===== config.mk =====
export PLATFORM = sky130hd
export DESIGN_NAME = branch_target_buffer_stall
export DESIGN_NICKNAME = d
export VERILOG_FILES = /design/src/hw/rtl/btbs_pkg.sv /design/src/hw/rtl/btbs_mem.sv /design/src/hw/rtl/btbs_update.sv /design/src/hw/rtl/branch_target_buffer_stall.sv
export SDC_FILE = /design/constraint.sdc
export NUM_CORES = 2
export LEC_CHECK = 0
export ABC_AREA = 1
export ABC_CLOCK_PERIOD_IN_PS = 25800
export BUFFER_PORTS_ARGS = -buffer_cell sky130_fd_sc_hd__buf_4
export CAP_MARGIN = 30
export CORE_ASPECT_RATIO = 2
export CORE_MARGIN = 2
export CORE_UTILIZATION = 30
export DETAILED_ROUTE_END_ITERATION = 10
export PLACE_DENSITY = 0.45
export SETUP_SLACK_MARGIN = 0.02
export SYNTH_ARGS = -nofsm -noshare
export SYNTH_HDL_FRONTEND = slang
export SYNTH_SLANG_ARGS = --single-unit

===== constraint.sdc =====
create_clock -name aclk -period 25.8 [get_ports aclk]
set_input_delay 1.29 -clock aclk [delete_from_list [all_inputs] [get_ports aclk]]
set_output_delay 1.29 -clock aclk [all_outputs]
set_load 0.02 [all_outputs]

===== src/hw/rtl/btbs_pkg.sv =====
// Package for the branch target buffer stall block.
// Holds the branch modes, the two-bit status codes, the status transition
// and the result struct shared by the update logic and the top level.
package btbs_pkg;

    // Address and stream widths.
    localparam int ADDR_W         = 32;
    localparam int INDEX_BITS_DEF = 6;
    localparam int S_TDATA_W      = 72;
    localparam int M_TDATA_W      = 8;

    // Branch handling policy selected by the mode register.
    typedef enum logic [1:0] {
        MODE_FLUSH     = 2'd0,
        MODE_NOT_TAKEN = 2'd1,
        MODE_IDEAL     = 2'd2,
        MODE_DYNAMIC   = 2'd3
    } branch_mode_t;

    // Two-bit status codes of a buffer entry.
    typedef enum logic [1:0] {
        ST_SURE_NT   = 2'd0,
        ST_UNSURE_NT = 2'd1,
        ST_UNSURE_T  = 2'd2,
        ST_SURE_T    = 2'd3
    } status_t;

    // Outcome of one buffer lookup.
    typedef struct packed {
        logic    stall;
        status_t status;
    } btbs_upd_t;

    // Status transition on a hit.
    function automatic status_t next_status(input status_t s, input logic tk);
        status_t r;
        if (tk) begin
            r = (s == ST_SURE_NT) ? ST_UNSURE_T : ST_SURE_T;
        end else begin
            r = (s == ST_SURE_T) ? ST_UNSURE_T : ST_SURE_NT;
        end
        return r;
    endfunction

endpackage


===== src/hw/rtl/btbs_mem.sv =====
// Direct-mapped entry storage of the branch target buffer.
// Valid bits, tags, targets and status in arrays with registered reads;
// depends on btbs_pkg for the status type.
module btbs_mem
    import btbs_pkg::*;
#(
    parameter int INDEX_BITS = INDEX_BITS_DEF
) (
    input  logic                      aclk,
    input  logic                      rd_en,
    input  logic [INDEX_BITS-1:0]     rd_idx,
    output logic                      rd_valid,
    output logic [ADDR_W-INDEX_BITS-3:0] rd_tag,
    output logic [ADDR_W-1:0]         rd_target,
    output status_t                   rd_status,
    input  logic                      wr_en,
    input  logic [INDEX_BITS-1:0]     wr_idx,
    input  logic [ADDR_W-INDEX_BITS-3:0] wr_tag,
    input  logic [ADDR_W-1:0]         wr_target,
    input  status_t                   wr_status,
    input  logic                      clr_en,
    input  logic [INDEX_BITS-1:0]     clr_idx
);

    localparam int DEPTH = 1 << INDEX_BITS;
    localparam int TAG_W = ADDR_W - INDEX_BITS - 2;

    logic              valid_mem  [DEPTH];
    logic [TAG_W-1:0]  tag_mem    [DEPTH];
    logic [ADDR_W-1:0] target_mem [DEPTH];
    status_t           status_mem [DEPTH];

    // Valid bits: the clearing pass writes zero, an install writes one.
    always_ff @(posedge aclk) begin
        if (clr_en) begin
            valid_mem[clr_idx] <= 1'b0;
        end else if (wr_en) begin
            valid_mem[wr_idx] <= 1'b1;
        end
        if (rd_en) begin
            rd_valid <= valid_mem[rd_idx];
        end
    end

    // Entry payload, written only by lookups in dynamic mode.
    always_ff @(posedge aclk) begin
        if (wr_en) begin
            tag_mem[wr_idx]    <= wr_tag;
            target_mem[wr_idx] <= wr_target;
            status_mem[wr_idx] <= wr_status;
        end
        if (rd_en) begin
            rd_tag    <= tag_mem[rd_idx];
            rd_target <= target_mem[rd_idx];
            rd_status <= status_mem[rd_idx];
        end
    end

endmodule


===== src/hw/rtl/btbs_update.sv =====
// Lookup decision of the branch target buffer for one branch.
// Compares tag and target, picks the stall and the new status;
// depends on btbs_pkg for the status transition.
module btbs_update
    import btbs_pkg::*;
#(
    parameter int INDEX_BITS = INDEX_BITS_DEF
) (
    input  logic                         taken,
    input  logic [ADDR_W-INDEX_BITS-3:0] tag_in,
    input  logic [ADDR_W-1:0]            target_in,
    input  logic                         ent_valid,
    input  logic [ADDR_W-INDEX_BITS-3:0] ent_tag,
    input  logic [ADDR_W-1:0]            ent_target,
    input  status_t                      ent_status,
    output btbs_upd_t                    upd
);

    logic hit;

    assign hit = ent_valid && (ent_tag == tag_in);

    // A miss stalls on a taken branch; a hit stalls on a wrong target.
    always_comb begin
        if (hit) begin
            upd.stall  = (ent_target != target_in);
            upd.status = next_status(ent_status, taken);
        end else begin
            upd.stall  = taken;
            upd.status = taken ? ST_UNSURE_T : ST_UNSURE_NT;
        end
    end

endmodule


===== src/hw/rtl/branch_target_buffer_stall.sv =====
// Branch stall unit: reports whether each resolved branch costs a stall.
// Each item passes the stage one register, then the result register; one item per cycle
// is sustained while the result side takes results, with the entry update done as each item leaves.
// After reset the valid bits are cleared one entry per cycle, over all 2^INDEX_BITS
// entries, while no item is accepted; the mode register resets to flush.
// Depends on btbs_pkg, btbs_mem and btbs_update.
module branch_target_buffer_stall
    import btbs_pkg::*;
#(
    parameter int INDEX_BITS = INDEX_BITS_DEF
) (
    input  logic                 aclk,
    input  logic                 aresetn,
    // Mode register write channel.
    input  logic                 cfg_valid,
    output logic                 cfg_ready,
    input  logic [1:0]           cfg_data,
    // Branch items. Fields from bit 0: taken [0], branch_address [32:1],
    // target_address [64:33], zero fill [71:65].
    input  logic                 s_tvalid,
    output logic                 s_tready,
    input  logic [S_TDATA_W-1:0] s_tdata,
    // Result items. Fields from bit 0: stall_res [0], zero fill [7:1].
    output logic                 m_tvalid,
    input  logic                 m_tready,
    output logic [M_TDATA_W-1:0] m_tdata
);

    localparam int TAG_W = ADDR_W - INDEX_BITS - 2;

    branch_mode_t mode_reg;
    logic [INDEX_BITS:0] clr_cnt_reg;
    logic clearing;

    logic                  s1_valid_reg;
    logic                  s1_taken_reg;
    logic [ADDR_W-1:0]     s1_addr_reg;
    logic [ADDR_W-1:0]     s1_target_reg;

    logic                  byp_hit_reg;
    logic [TAG_W-1:0]      byp_tag_reg;
    logic [ADDR_W-1:0]     byp_target_reg;
    status_t               byp_status_reg;

    logic                  m_tvalid_reg;
    logic                  stall_reg;
    logic                  stall_next;

    logic                  in_taken;
    logic [ADDR_W-1:0]     in_addr;
    logic [ADDR_W-1:0]     in_target;
    logic [INDEX_BITS-1:0] in_idx;
    logic                  accept;
    logic                  s1_adv;

    logic [INDEX_BITS-1:0] s1_idx;
    logic [TAG_W-1:0]      s1_tag;
    logic                  rd_valid;
    logic [TAG_W-1:0]      rd_tag;
    logic [ADDR_W-1:0]     rd_target;
    status_t               rd_status;
    logic                  ent_valid;
    logic [TAG_W-1:0]      ent_tag;
    logic [ADDR_W-1:0]     ent_target;
    status_t               ent_status;
    btbs_upd_t             upd;
    logic                  wr_en;

    // Input field unpacking.
    assign in_taken  = s_tdata[0];
    assign in_addr   = s_tdata[ADDR_W:1];
    assign in_target = s_tdata[2*ADDR_W:ADDR_W+1];
    assign in_idx    = in_addr[INDEX_BITS+1:2];

    // Handshake: stage one moves on when the result register is free or being taken.
    assign clearing  = !clr_cnt_reg[INDEX_BITS];
    assign s1_adv    = !m_tvalid_reg || m_tready;
    assign s_tready  = !clearing && (!s1_valid_reg || s1_adv);
    assign accept    = s_tvalid && s_tready;
    assign cfg_ready = 1'b1;

    // Mode register and the post-reset clearing counter.
    always_ff @(posedge aclk) begin
        if (!aresetn) begin
            mode_reg    <= MODE_FLUSH;
            clr_cnt_reg <= '0;
        end else begin
            if (cfg_valid) begin
                mode_reg <= branch_mode_t'(cfg_data);
            end
            if (clearing) begin
                clr_cnt_reg <= clr_cnt_reg + 1'b1;
            end
        end
    end

    assign s1_idx = s1_addr_reg[INDEX_BITS+1:2];
    assign s1_tag = s1_addr_reg[ADDR_W-1:INDEX_BITS+2];
    assign wr_en  = s1_valid_reg && s1_adv && (mode_reg == MODE_DYNAMIC);

    btbs_mem #(
        .INDEX_BITS (INDEX_BITS)
    ) u_mem (
        .aclk      (aclk),
        .rd_en     (accept),
        .rd_idx    (in_idx),
        .rd_valid  (rd_valid),
        .rd_tag    (rd_tag),
        .rd_target (rd_target),
        .rd_status (rd_status),
        .wr_en     (wr_en),
        .wr_idx    (s1_idx),
        .wr_tag    (s1_tag),
        .wr_target (s1_target_reg),
        .wr_status (upd.status),
        .clr_en    (clearing),
        .clr_idx   (clr_cnt_reg[INDEX_BITS-1:0])
    );

    // Stage one register, with a bypass of the entry written in the same
    // cycle as this item's read (that read returns the old contents).
    always_ff @(posedge aclk) begin
        if (!aresetn) begin
            s1_valid_reg <= 1'b0;
            byp_hit_reg  <= 1'b0;
        end else begin
            if (s1_adv || !s1_valid_reg) begin
                s1_valid_reg <= accept;
            end
            if (accept) begin
                byp_hit_reg <= wr_en && (s1_idx == in_idx);
            end
        end
    end

    always_ff @(posedge aclk) begin
        if (accept) begin
            s1_taken_reg   <= in_taken;
            s1_addr_reg    <= in_addr;
            s1_target_reg  <= in_target;
            byp_tag_reg    <= s1_tag;
            byp_target_reg <= s1_target_reg;
            byp_status_reg <= upd.status;
        end
    end

    // Entry seen by this item.
    assign ent_valid  = byp_hit_reg ? 1'b1           : rd_valid;
    assign ent_tag    = byp_hit_reg ? byp_tag_reg    : rd_tag;
    assign ent_target = byp_hit_reg ? byp_target_reg : rd_target;
    assign ent_status = byp_hit_reg ? byp_status_reg : rd_status;

    btbs_update #(
        .INDEX_BITS (INDEX_BITS)
    ) u_update (
        .taken      (s1_taken_reg),
        .tag_in     (s1_tag),
        .target_in  (s1_target_reg),
        .ent_valid  (ent_valid),
        .ent_tag    (ent_tag),
        .ent_target (ent_target),
        .ent_status (ent_status),
        .upd        (upd)
    );

    // Stall decision by mode.
    always_comb begin
        case (mode_reg)
            MODE_FLUSH:     stall_next = 1'b1;
            MODE_NOT_TAKEN: stall_next = s1_taken_reg;
            MODE_IDEAL:     stall_next = 1'b0;
            MODE_DYNAMIC:   stall_next = upd.stall;
            default:        stall_next = 1'b1;
        endcase
    end

    // Result register.
    always_ff @(posedge aclk) begin
        if (!aresetn) begin
            m_tvalid_reg <= 1'b0;
        end else if (s1_adv) begin
            m_tvalid_reg <= s1_valid_reg;
        end
    end

    always_ff @(posedge aclk) begin
        if (s1_adv && s1_valid_reg) begin
            stall_reg <= stall_next;
        end
    end

    assign m_tvalid = m_tvalid_reg;
    assign m_tdata  = {{(M_TDATA_W-1){1'b0}}, stall_reg};

endmodule

==> qor.txt <==
Post-route setup TNS -> 0 ns
Post-DP HPWL -> 308 mm
Crit path kind -> in -> reg
Sequential area share after synthesis -> 0.757
Initial drt markers -> 8678
TritonCTS clock tree -> yes
Hold Path Cell Cnt -> 2
Max VDD drop -> 0.0580 mV
Psw -> 2.84 mW
Met1 GRT Util -> 0.239
Slew margin rel. -> 0.282
Fmax -> 182 MHz
Required time worst endpoint -> 26.60 ns
RSZ-0062 raised after global routing -> false
Die span in x -> 507 µm
Static leakage -> 55.2 nW
Mean Syn Cell Area -> 12.8 µm²
Most common cell in the synthesized netlist -> edfxtp_1
IO buf count -> 72
Cts hold-fix bufs -> 0
Share of power burned in registers -> 0.541
Final setup viols -> 0
Fin util -> 0.340
Fin. Hold Viols -> 0
Crit path max fanout -> 80
Fin crit period -> 5.48 ns
Ys Warns -> 0
Share of the synthesized area in the top cell type -> 0.756
Clock latency on the worst-skew pair -> 0.97 ns
CORE AREA -> 505000 µm²
# resized after CTS -> 0
Die ar. -> 513000 µm²
Initial core utilization -> 0.301
Ys flop type -> edfxtp_1
Critical Path AT -> 6.28 ns
Post-route DRC violation count -> 0
Gr usage total -> 0.211
Initial antenna violation count -> 25
Cell Area, Synth -> 152000 µm²
Setup Buffers After CTS -> 0
DR vias/cell -> 5.29
Ys async rst share -> 0
Layout cells sized above 1 -> 0.0785
Worst Reg2Reg Path Length in Cells -> 8
Vias in the first global route -> 98.2k
Placer Congestion -> 0.796
Synth top area cells -> edfxtp_1 76%, o21ai_0 5.3%, nor2_1 5.0%, nand2_1 3.9%, o22ai_1 3.8%
Total Nets Final -> 11.9k
Synth cell types -> 34
Hold crit path type -> reg -> reg
Worst-Margin Slew -> 1.08 ns
Startpoint Class -> input port
Drt total wl -> 561 mm
Max clock buf depth -> 4
Top Usage Layer GRT -> met2
Clock Tree Root -> clkbuf_16
Global-route wire length before repair -> 769 mm
Max-slew violations -> 0
Clock transition at path regs -> 0.07 ns
CTS H-tree lvls -> 5
Biggest regs -> u_mem.target_mem: 2048 flops, u_mem.tag_mem: 1536 flops, u_mem.valid_mem: 64 flops
CTS buffer count -> 335
Top reg by flops -> u_mem.target_mem
Layout Skew -> 0.0645 ns
Dpl cells -> 18.2k
Syn Inst Count -> 11.9k
Die Height -> 1.01 mm
Area Growth Syn to Fin -> 12.9%
Top Ports -> 90
Worst setup EP type -> register
Max FFs per register -> 2048
Seq cells post-synth -> 3837
Sw Ratio -> 0.227
PD cells -> 72.8 nW/µm²
Antenna Nets Post-Route -> 0
Met3 usage -> 0.0171
Fill cell count -> 49.5k
Clk pwr share -> 0.411
FP Rows -> 369
Tcrit/Tclk final -> 0.212
Synth cell count leaders -> 3825 x edfxtp_1, 2016 x nor2_1, 1599 x o21ai_0
Logic gate share of total power -> 0.049
Global route total overflow -> 0
Clock Sinks -> 3837
Cell-internal power -> 9.65 mW
Fin cells -> 18.9k
1st-pass router iterations -> 8
Met2 Usage GRT -> 0.397
Result of the run -> finished clean
Largest area contributor in the netlist -> edfxtp_1
Wire per inst -> 29.7 µm
Max Cap Viol -> 0
Maximum number of pins on one net before global-route repair -> 203
EDFF count, synth -> 3825
Vias post-DR -> 99.7k
-- metal layers --
| metal | wire [µm] | up-vias |
|---|---|---|
| met1 | 207000 | 52400 |
| met2 | 301000 | 2994 |
| met4 | 28500 | 4 |
| li1 | - | 43500 |
| met3 | 24000 | 849 |
| met5 | 28 | - |
-- layout make-up --
class                           count  area [µm²]  share of cell area
Antenna cell                       59         148            0.000861
Clock buffer                      412        8780              0.0512
Clock inverter                    201        1970              0.0115
Inverter                          111         495             0.00289
Multi-Input combinational cell   7153       33000               0.193
Sequential cell                  3837      115000               0.671
Tap cell                         6678        8360              0.0487
Timing Repair Buffer              406        3660              0.0213
-- layout by cell type (no fill, tap or decap), types with 15 or more instances in the layout --
master      netlist  layout
nand3b_1         15      15
bufinv_16         0      29
nor2_1         2016    1951
nand3_1         730     730
clkbuf_1        441      72
nor2_4            0      65
inv_1           106     102
buf_4            75     363
clkinvlp_4        0      15
clkinv_2          0      49
o21ai_0        1599    1599
clkinv_1          1      83
edfxtp_1       3825    3825
diode_2           0      59
o21ai_1         237     237
o22ai_1         913     913
nand2_1        1597    1597
clkbuf_16         0     340
buf_12            1      25
-- cells by family (layout without fill, tap and decap cells) --
group | after synthesis | count (layout) | share of synthesized area
AND/OR/NAND/NOR | 4377 | 4377 | 0.115
adder cells (fa/ha/maj) | 1 | 1 | 0.0000823
XOR/XNOR | 3 | 3 | 0.000173
AO/OA/AOI/OAI | 2764 | 2764 | 0.0986
flip-flops | 3837 | 3837 | 0.757
buffers and inverters | 933 | 1130 | 0.0287
other | 2 | 67 | 0.0000494
-- stage by stage --
step	hold WS, ns	power [mW]	setup WS, ns	area [µm²]
2_1_floorplan	0.454	7.28	16.10	152000
3_3_place_gp	0.475	7.50	19.44	160000
3_5_place_dp	0.484	7.50	19.46	161000
4_1_cts	0.438	12.6	20.46	171000
5_1_grt	0.488	12.8	20.32	172000
6_report	0.501	12.5	20.32	172000
-- power by group through the flow --
stage,clock (mW),combinational (mW),sequential [mW]
after floorplan,0,0.392,6.89
final,5.13,0.607,6.75
after global routing,5.42,0.661,6.75
after global placement,0,0.608,6.89
after CTS,5.22,0.611,6.75
after detailed placement,0,0.610,6.89
-- worst max-delay path: stages --
cell and delay [ns]:
buf_8 0.51, buf_4 0.85, buf_4 0.78, buf_4 0.77, buf_4 0.54, o21ai_0 0.18
o22ai_1 0.21, nand2_1 0.08, nand3_1 0.10, nand3_1 0.27, nand2_1 0.18, nand2_1 0.09
nand2_1 0.09
-- final timing paths --
path	start	end	slack, ns
max	s_tdata[4]	u_mem.rd_target[28]$_DFFE_PP_	20.32
min	clr_cnt_reg[3]$_SDFFE_PN0N_	clr_cnt_reg[3]$_SDFFE_PN0N_	0.50
max reg2reg	mode_reg[1]$_SDFFE_PN0P_	u_mem.target_mem[8][31]$_DFFE_PP_	20.94
min reg2reg	clr_cnt_reg[3]$_SDFFE_PN0N_	clr_cnt_reg[3]$_SDFFE_PN0N_	0.50
(Power assumes the default switching activity.)
